==> config.mk <==
export PLATFORM = sky130hd
export DESIGN_NAME = nearest_center_leader_clustering_core
export DESIGN_NICKNAME = d
export VERILOG_FILES = /design/src/nclc_pkg.sv /design/src/nclc_ram.sv /design/src/nclc_dist.sv /design/src/nearest_center_leader_clustering_core.sv
export SDC_FILE = /design/constraint.sdc
export NUM_CORES = 2
export LEC_CHECK = 0
export ABC_AREA = 0
export BUFFER_PORTS_ARGS = -buffer_cell sky130_fd_sc_hd__buf_2
export CAP_MARGIN = 10
export CORE_AREA = 4 4 692 694
export CTS_CLUSTER_DIAMETER = 50
export DETAILED_ROUTE_END_ITERATION = 8
export DIE_AREA = 0 0 696 698
export GPL_ROUTABILITY_DRIVEN = 1
export PLACE_DENSITY_LB_ADDON = 0.25
export SLEW_MARGIN = 20
export SYNTH_ARGS = -nofsm -noshare
export SYNTH_HDL_FRONTEND = slang
export SYNTH_HIERARCHICAL = 1
export SYNTH_SLANG_ARGS = --single-unit
==> constraint.sdc <==
create_clock -name clk_i -period 8.82 [get_ports clk_i]
set_input_delay 1.323 -clock clk_i [delete_from_list [all_inputs] [get_ports clk_i]]
set_output_delay 1.323 -clock clk_i [all_outputs]
set_load 0.05 [all_outputs]
==> src/nclc_pkg.sv <==
// ----------------------------------------------------------------------------
// nclc_pkg
// Shared types and constants for the nearest-center leader clustering core.
// ----------------------------------------------------------------------------
`default_nettype none

package nclc_pkg;

  localparam int unsigned MaxClustersDef = 64;
  localparam int unsigned CoordW         = 16;
  localparam int unsigned IndexW         = 6;
  localparam int unsigned ThreshW        = 16;
  localparam int unsigned SqW            = 2 * CoordW;
  localparam int unsigned DistW          = SqW + 1;

  // Reset value of the threshold: 2.0 in unsigned Q8.8.
  localparam logic [ThreshW-1:0] ThreshReset = 16'd512;

  typedef struct packed {
    logic signed [CoordW-1:0] point_size;
    logic signed [CoordW-1:0] point_speed;
  } point_t;

  typedef struct packed {
    logic [IndexW-1:0] cluster_index;
    logic              created_new;
    logic              table_full;
  } result_t;

  localparam int unsigned PointW = $bits(point_t);

endpackage

`default_nettype wire

==> src/nclc_ram.sv <==
// ----------------------------------------------------------------------------
// nclc_ram
// Generic single-write, single-read synchronous RAM with registered read data.
// ----------------------------------------------------------------------------
`default_nettype none

module nclc_ram #(
  parameter int unsigned WIDTH = 32,
  parameter int unsigned DEPTH = 64,
  localparam int unsigned AW   = (DEPTH > 1) ? $clog2(DEPTH) : 1
) (
  input  wire logic             clk_i,
  input  wire logic             we_i,
  input  wire logic [AW-1:0]    waddr_i,
  input  wire logic [WIDTH-1:0] wdata_i,
  input  wire logic             re_i,
  input  wire logic [AW-1:0]    raddr_i,
  output logic      [WIDTH-1:0] rdata_o
);

  logic [WIDTH-1:0] mem_q [DEPTH];
  logic [WIDTH-1:0] rdata_q;

  always_ff @(posedge clk_i) begin
    if (we_i) begin
      mem_q[waddr_i] <= wdata_i;
    end
    if (re_i) begin
      rdata_q <= mem_q[raddr_i];
    end
  end

  assign rdata_o = rdata_q;

endmodule

`default_nettype wire

==> src/nclc_dist.sv <==
// ----------------------------------------------------------------------------
// nclc_dist
// Three-stage squared Euclidean distance pipeline: difference, square, sum.
// ----------------------------------------------------------------------------
`default_nettype none

module nclc_dist
  import nclc_pkg::*;
#(
  parameter int unsigned IDX_W = 6
) (
  input  wire logic             clk_i,
  input  wire logic             rst_ni,
  input  wire logic             vld_i,
  input  wire logic             last_i,
  input  wire logic [IDX_W-1:0] idx_i,
  input  wire point_t           center_i,
  input  wire point_t           point_i,
  output logic                  vld_o,
  output logic                  last_o,
  output logic      [IDX_W-1:0] idx_o,
  output logic      [DistW-1:0] dist_o
);

  localparam int unsigned ProdW = 2 * CoordW + 2;

  logic [2:0]             vld_q;
  logic [2:0]             last_q;
  logic [IDX_W-1:0]       idx1_q, idx2_q, idx3_q;
  logic signed [CoordW:0] dsz_q, dsp_q;
  logic [SqW-1:0]         sqz_q, sqp_q;
  logic [DistW-1:0]       dist_q;

  logic signed [CoordW:0]  dsz_d, dsp_d;
  logic signed [ProdW-1:0] prodz, prodp;

  always_comb begin
    dsz_d = {center_i.point_size[CoordW-1], center_i.point_size}
          - {point_i.point_size[CoordW-1], point_i.point_size};
    dsp_d = {center_i.point_speed[CoordW-1], center_i.point_speed}
          - {point_i.point_speed[CoordW-1], point_i.point_speed};
    prodz = ProdW'(dsz_q) * ProdW'(dsz_q);
    prodp = ProdW'(dsp_q) * ProdW'(dsp_q);
  end

  always_ff @(posedge clk_i or negedge rst_ni) begin
    if (!rst_ni) begin
      vld_q  <= '0;
      last_q <= '0;
    end else begin
      vld_q  <= {vld_q[1:0], vld_i};
      last_q <= {last_q[1:0], last_i};
    end
  end

  // The squares of a 17-bit difference never exceed 32 unsigned bits.
  always_ff @(posedge clk_i) begin
    idx1_q <= idx_i;
    dsz_q  <= dsz_d;
    dsp_q  <= dsp_d;
    idx2_q <= idx1_q;
    sqz_q  <= prodz[SqW-1:0];
    sqp_q  <= prodp[SqW-1:0];
    idx3_q <= idx2_q;
    dist_q <= {1'b0, sqz_q} + {1'b0, sqp_q};
  end

  assign vld_o  = vld_q[2];
  assign last_o = last_q[2];
  assign idx_o  = idx3_q;
  assign dist_o = dist_q;

endmodule

`default_nettype wire

==> src/nearest_center_leader_clustering_core.sv <==
// ----------------------------------------------------------------------------
// nearest_center_leader_clustering_core
// Finds the nearest stored cluster center for each point, or appends the
// point as a new center when none lies within the distance threshold.
// ----------------------------------------------------------------------------
//  Channel   Direction  Handshake               Word
//  in        input      in_valid_i/in_ready_o   point_t (size, speed)
//  out       output     out_valid_o/out_ready_i result_t (index, new, full)
//  cfg       input      cfg_we_i                distance threshold, Q8.8
//
//  A point with n stored centers is accepted, then the n centers stream out of
//  the center RAM through its single read port, pass through the RAM read
//  register and the three distance pipeline stages, and the core decides and
//  appends. Reset empties the table and sets the threshold to 2.0.
//  The result waits in an output register; a stalled output only holds the
//  decide step, and the next point is taken as soon as that result is loaded.
// ----------------------------------------------------------------------------
`default_nettype none

module nearest_center_leader_clustering_core
  import nclc_pkg::*;
#(
  parameter int unsigned MAX_CLUSTERS = MaxClustersDef
) (
  input  wire logic               clk_i,
  input  wire logic               rst_ni,
  input  wire logic               in_valid_i,
  output logic                    in_ready_o,
  input  wire point_t             in_data_i,
  output logic                    out_valid_o,
  input  wire logic               out_ready_i,
  output result_t                 out_data_o,
  input  wire logic               cfg_we_i,
  input  wire logic [ThreshW-1:0] cfg_wdata_i
);

  localparam int unsigned IDX_W = (MAX_CLUSTERS > 1) ? $clog2(MAX_CLUSTERS) : 1;
  localparam int unsigned CNT_W = IDX_W + 1;

  typedef enum logic [1:0] {
    StIdle,
    StScan,
    StDrain,
    StDecide
  } state_e;

  state_e             state_q;
  logic [ThreshW-1:0] thresh_q;
  logic [CNT_W-1:0]   count_q;
  logic [CNT_W-1:0]   n_q;
  logic [IDX_W-1:0]   rd_cnt_q;
  point_t             point_q;
  logic [SqW-1:0]     thr_sq_q;
  logic [DistW-1:0]   best_d_q;
  logic [IDX_W-1:0]   best_idx_q;
  logic               out_valid_q;
  result_t            out_data_q;

  logic               in_acc;
  logic               rd_en;
  logic               rd_last;
  logic               s0_vld_q, s0_last_q;
  logic [IDX_W-1:0]   s0_idx_q;
  logic [PointW-1:0]  rdata;
  logic               d_vld, d_last;
  logic [IDX_W-1:0]   d_idx;
  logic [DistW-1:0]   d_dist;
  logic               matched, has_room, out_free, finish, wr_en;
  result_t            res_d;

  assign in_ready_o = (state_q == StIdle);
  assign in_acc     = in_valid_i && in_ready_o;
  assign rd_en      = (state_q == StScan);
  assign rd_last    = (CNT_W'(rd_cnt_q) + CNT_W'(1) == n_q);

  nclc_ram #(
    .WIDTH (PointW),
    .DEPTH (MAX_CLUSTERS)
  ) u_center_ram (
    .clk_i   (clk_i),
    .we_i    (wr_en),
    .waddr_i (n_q[IDX_W-1:0]),
    .wdata_i (point_q),
    .re_i    (rd_en),
    .raddr_i (rd_cnt_q),
    .rdata_o (rdata)
  );

  nclc_dist #(
    .IDX_W (IDX_W)
  ) u_dist (
    .clk_i    (clk_i),
    .rst_ni   (rst_ni),
    .vld_i    (s0_vld_q),
    .last_i   (s0_last_q),
    .idx_i    (s0_idx_q),
    .center_i (point_t'(rdata)),
    .point_i  (point_q),
    .vld_o    (d_vld),
    .last_o   (d_last),
    .idx_o    (d_idx),
    .dist_o   (d_dist)
  );

  // An empty table never matches, so the first point always becomes center 0.
  always_comb begin
    matched  = (n_q != '0) && (best_d_q < {1'b0, thr_sq_q});
    has_room = (n_q < CNT_W'(MAX_CLUSTERS));
    out_free = !out_valid_q || out_ready_i;
    finish   = (state_q == StDecide) && out_free;
    wr_en    = finish && !matched && has_room;
    res_d    = '0;
    if (matched) begin
      res_d.cluster_index = IndexW'(best_idx_q);
    end else if (has_room) begin
      res_d.cluster_index = IndexW'(n_q);
      res_d.created_new   = 1'b1;
    end else begin
      res_d.cluster_index = IndexW'(best_idx_q);
      res_d.table_full    = 1'b1;
    end
  end

  always_ff @(posedge clk_i or negedge rst_ni) begin
    if (!rst_ni) begin
      state_q     <= StIdle;
      thresh_q    <= ThreshReset;
      count_q     <= '0;
      s0_vld_q    <= 1'b0;
      out_valid_q <= 1'b0;
      out_data_q  <= '0;
    end else begin
      if (cfg_we_i) begin
        thresh_q <= cfg_wdata_i;
      end
      s0_vld_q <= rd_en;
      if (finish) begin
        out_valid_q <= 1'b1;
        out_data_q  <= res_d;
      end else if (out_valid_q && out_ready_i) begin
        out_valid_q <= 1'b0;
      end
      unique case (state_q)
        StIdle: begin
          if (in_acc) begin
            state_q <= (count_q == '0) ? StDecide : StScan;
          end
        end
        StScan: begin
          if (rd_last) begin
            state_q <= StDrain;
          end
        end
        StDrain: begin
          if (d_vld && d_last) begin
            state_q <= StDecide;
          end
        end
        StDecide: begin
          if (out_free) begin
            state_q <= StIdle;
            if (wr_en) begin
              count_q <= n_q + CNT_W'(1);
            end
          end
        end
        default: state_q <= StIdle;
      endcase
    end
  end

  always_ff @(posedge clk_i) begin
    if (in_acc) begin
      point_q  <= in_data_i;
      n_q      <= count_q;
      thr_sq_q <= SqW'(thresh_q) * SqW'(thresh_q);
      rd_cnt_q <= '0;
    end else if (rd_en) begin
      rd_cnt_q <= rd_cnt_q + IDX_W'(1);
    end
    s0_idx_q  <= rd_cnt_q;
    s0_last_q <= rd_last;
    // Strict less-than keeps the lowest index on a tie.
    if (d_vld && ((d_idx == '0) || (d_dist < best_d_q))) begin
      best_d_q   <= d_dist;
      best_idx_q <= d_idx;
    end
  end

  assign out_valid_o = out_valid_q;
  assign out_data_o  = out_data_q;

endmodule

`default_nettype wire

==> metrics <==
share of cells above drive strength 1=17.0%; via count=62289; busiest grt layer=met2; Syn Nets=8418; Top cell by count, worst path=fa_1; Primary FF master, synth=edfxtp_1; switching share of power=26.9%; routability congestion estimate=0.795; cell count after synthesis=about 7300; Max Fclk=143 MHz; P_sw=7.74 mW; I/O Buffers=between 60 and 70; Routed Wire Length=between 300000 and 400000 um; Startpoint Class=register; Cell Int Power=about 21 mW; Setup WS post-layout=1.85 ns; Skew-Pair Late Insertion Delay=just under 0.9 ns; DR WL/cell=23.5 um; Final Max Tran Viols=0; filler instances=47070; GRT overflow=0; site row count=between 200 and 300; CTS H-Tree Depth=5; Max Root-Sink Buffers=4; Die W=696 um; WP data arrival=7.66 ns; met3 GRT Util=roughly 1.8%; ranking of synthesized cells by area=edfxtp_1, fa_1, mux4_2; minimum clock period=between 6 and 7 ns; maximum VDD drop=0.322 mV; vias in the first global route=67423; final total power=roughly 29 mW; post-CTS setup buffers=0; placed wire-length estimate=208000 um; Final Hold Violating Endpoints=0; GR Layer Usage met2=23.7%; area leader, netlist=edfxtp_1; Setup CP Type=register to register; clock power share=39.2%; Routed Antenna Nets=0; initial antenna violation count=24; CP max stage delay=1.00 ns; Rel. slew slack=14.9%; hold_buf cts=0; pwr dens=between 200 and 250 mW/mm^2; number of synthesized flops with an enable pin=2189; M1 GR Usage=roughly 17%; combinational fraction of design power=approximately 17%; Yosys reg bits=2390; period utilization=79.1%; post-synthesis sequential area ratio=59.4%; Total Nets Final=8651; Worst path slowest cell=dfxtp_1; maxcap violations=0; Post-Route Utilization=around 29%; largest net degree at the start of global routing=107; die area=0.486 sq mm; pre-CTS WS=between 1.5 and 2 ns; Root Buffer=clkbuf_16; Post-synth ARST share=1.72%; Worst-Margin Slew=1.27 ns; global-route wire length before repair=479000 um; post-synth top area share=55.8%; vias per std cell=4.45; io pins=63; Warnings, synthesis=6; CTS tree=yes; RSZ-0062 raised after global routing=false; worst hold margin=0.321 ns; mapped cell area=0.118 sq mm; setup TNS=0 ns; Worst EP required=9.51 ns; clock skew=0.0925 ns; clk slew on worst S/H paths=approximately 0.06 ns; TritonCTS Buffers=279; Cell Chain, Critical Path=nand2_1, fa_1, inv_1, fa_1, inv_1, fa_1, inv_1, fa_1, fa_1, inv_1, fa_1, inv_1, ha_1, a21oi_1, nand2b_1, a221o_2, a21o_1, a211o_1, a2111oi_4, nor4bb_2; Syn-to-layout area delta=15.0%; Syn Area/Cell=~16 sq um; CTS sink count=2390; GRT Util Overall=13.4%; die height=698 um; DRT Pass-1 Iters=7; Post-route DRC=0; CORE AREA=0.473 sq mm; Synth cell types=98; Worst Hold Class=register to register; crit path capture type=register; outcome=finished clean; DR iter-0 viols=5074; Initial Utilization=24.9%; Post-CTS Resized=0; Setup violations, final=0; Lkg Pwr=between 50 and 60 nW; Seq pwr share=43.3%; Max FO, Critical Path=18
## through the flow
stage | cells | cell area [sq um]
6_report | 13989 | 135000
5_1_grt | 13983 | 135000
4_1_cts | 13980 | 135000
3_5_place_dp | 13487 | 127000
3_3_place_gp | 13486 | 127000
2_1_floorplan | 7288 | 118000
## per-layer routing
metal	share of wire [%]	vias to the layer above
li1	-	26952
met5	0	-
met1	41	33490
met4	3.3	0
met3	4.6	454
met2	51	1393
## worst paths after layout
path	startpoint	endpoint	slack (ns)	cells past startpoint
hold / removal	s0_idx_q[1]	u_dist/idx1_q[1]	0.32	0
max in group asynchronous	rst_ni	out_data_o[6]	7.77	1
setup / recovery	u_dist/dsz_q[7]	u_dist/sqz_q[31]	1.85	20
setup reg to reg	u_dist/dsz_q[7]	u_dist/sqz_q[31]	1.85	20
hold reg to reg	s0_idx_q[1]	u_dist/idx1_q[1]	0.32	0
min in group asynchronous	rst_ni	thresh_q[14]	0.54	1
## cell usage after synthesis, drive strengths merged, types with 23 or more instances
library cell / instances
mux4: 544
nand2b: 32
nand3: 32
and2: 148
buf: 111
a21o: 56
xnor2: 134
inv: 1062
nand4: 23
dfrtp: 40
xor2: 49
nor2b: 54
ha: 400
and3: 23
nand2: 351
o22ai: 91
a21oi: 176
o21a: 25
o21ai: 85
mux2i: 103
edfxtp: 2189
nor2: 271
dfxtp: 160
clkbuf: 154
nor3: 43
fa: 677
o221ai: 28
## power groups by stage
stage	Clock, mW	Sequential (mW)	Combinational [mW]
final	11.3	12.5	5.02
after global routing	12.1	12.5	5.75
after CTS	11.7	12.5	5.19
after global placement	0	12.7	5.12
after detailed placement	0	12.7	5.06
after floorplan	0	12.7	3.68
## cell usage in the layout, fill, tap and decap left out, types with 32 or more instances in the layout
cell	instances
a21o_1	55
a21oi_1	174
and2_1	147
buf_2	61
buf_4	144
clkbuf_1	56
clkbuf_16	284
clkinv_1	32
clkinv_2	40
dfrtp_1	40
dfxtp_1	155
edfxtp_1	2189
fa_1	677
ha_1	399
inv_1	1061
mux2i_1	103
mux4_2	544
nand2_1	350
nand3_1	32
nor2_1	208
nor2_4	62
nor2b_1	54
nor3_1	41
o21ai_0	79
o22ai_1	91
xnor2_1	134
xor2_1	49
## critical path, delay by kind of cell, from the launching register on
family	cells	cell delay (ns)
flops	1	1.00
simple gates	3	0.42
fa+ha+maj	7	3.46
compound gates	5	1.67
buf+inv	5	0.30
## flip-flops by register name, summed over array words and instances, names as in the netlist, 7 cells and up
signal                cells
thresh_q                 16
best_d_q                 33
u_dist/dsp_q             17
u_center_ram/mem_q     2048
u_center_ram/rdata_o     32
count_q                   7
out_data_o                8
u_dist/sqz_q             31
u_dist/sqp_q             31
u_dist/dist_o            33
thr_sq_q                 31
u_dist/dsz_q             17
point_q                  32
n_q                       7
## cell families (layout without fill, tap and decap cells)
kind of cell    Yosys count  count (layout)  share of synthesized area, %
simple gates           1036            1036                          4.16
compound gates          611             611                          3.45
other cells               0               9                             0
fa+ha+maj              1077            1077                          15.8
mux                     664             664                          11.5
xor+xnor                183             183                          1.36
buf+inv                1327            1772                          4.42
flops                  2390            2390                          59.4
## cell type report
class | instances | area, sq um | area share, %
diodes | 9 | 22.5 | 0.0166
clock buffers | 342 | 7340 | 5.42
clock inverters | 151 | 1530 | 1.13
inverters | 1062 | 3990 | 2.94
multi-input cells | 3571 | 43100 | 31.8
flip-flops and latches | 2390 | 70000 | 51.7
well taps | 6247 | 7820 | 5.77
repair buffers | 217 | 1630 | 1.21
No activity file was read; power rests on OpenSTA's default activity.
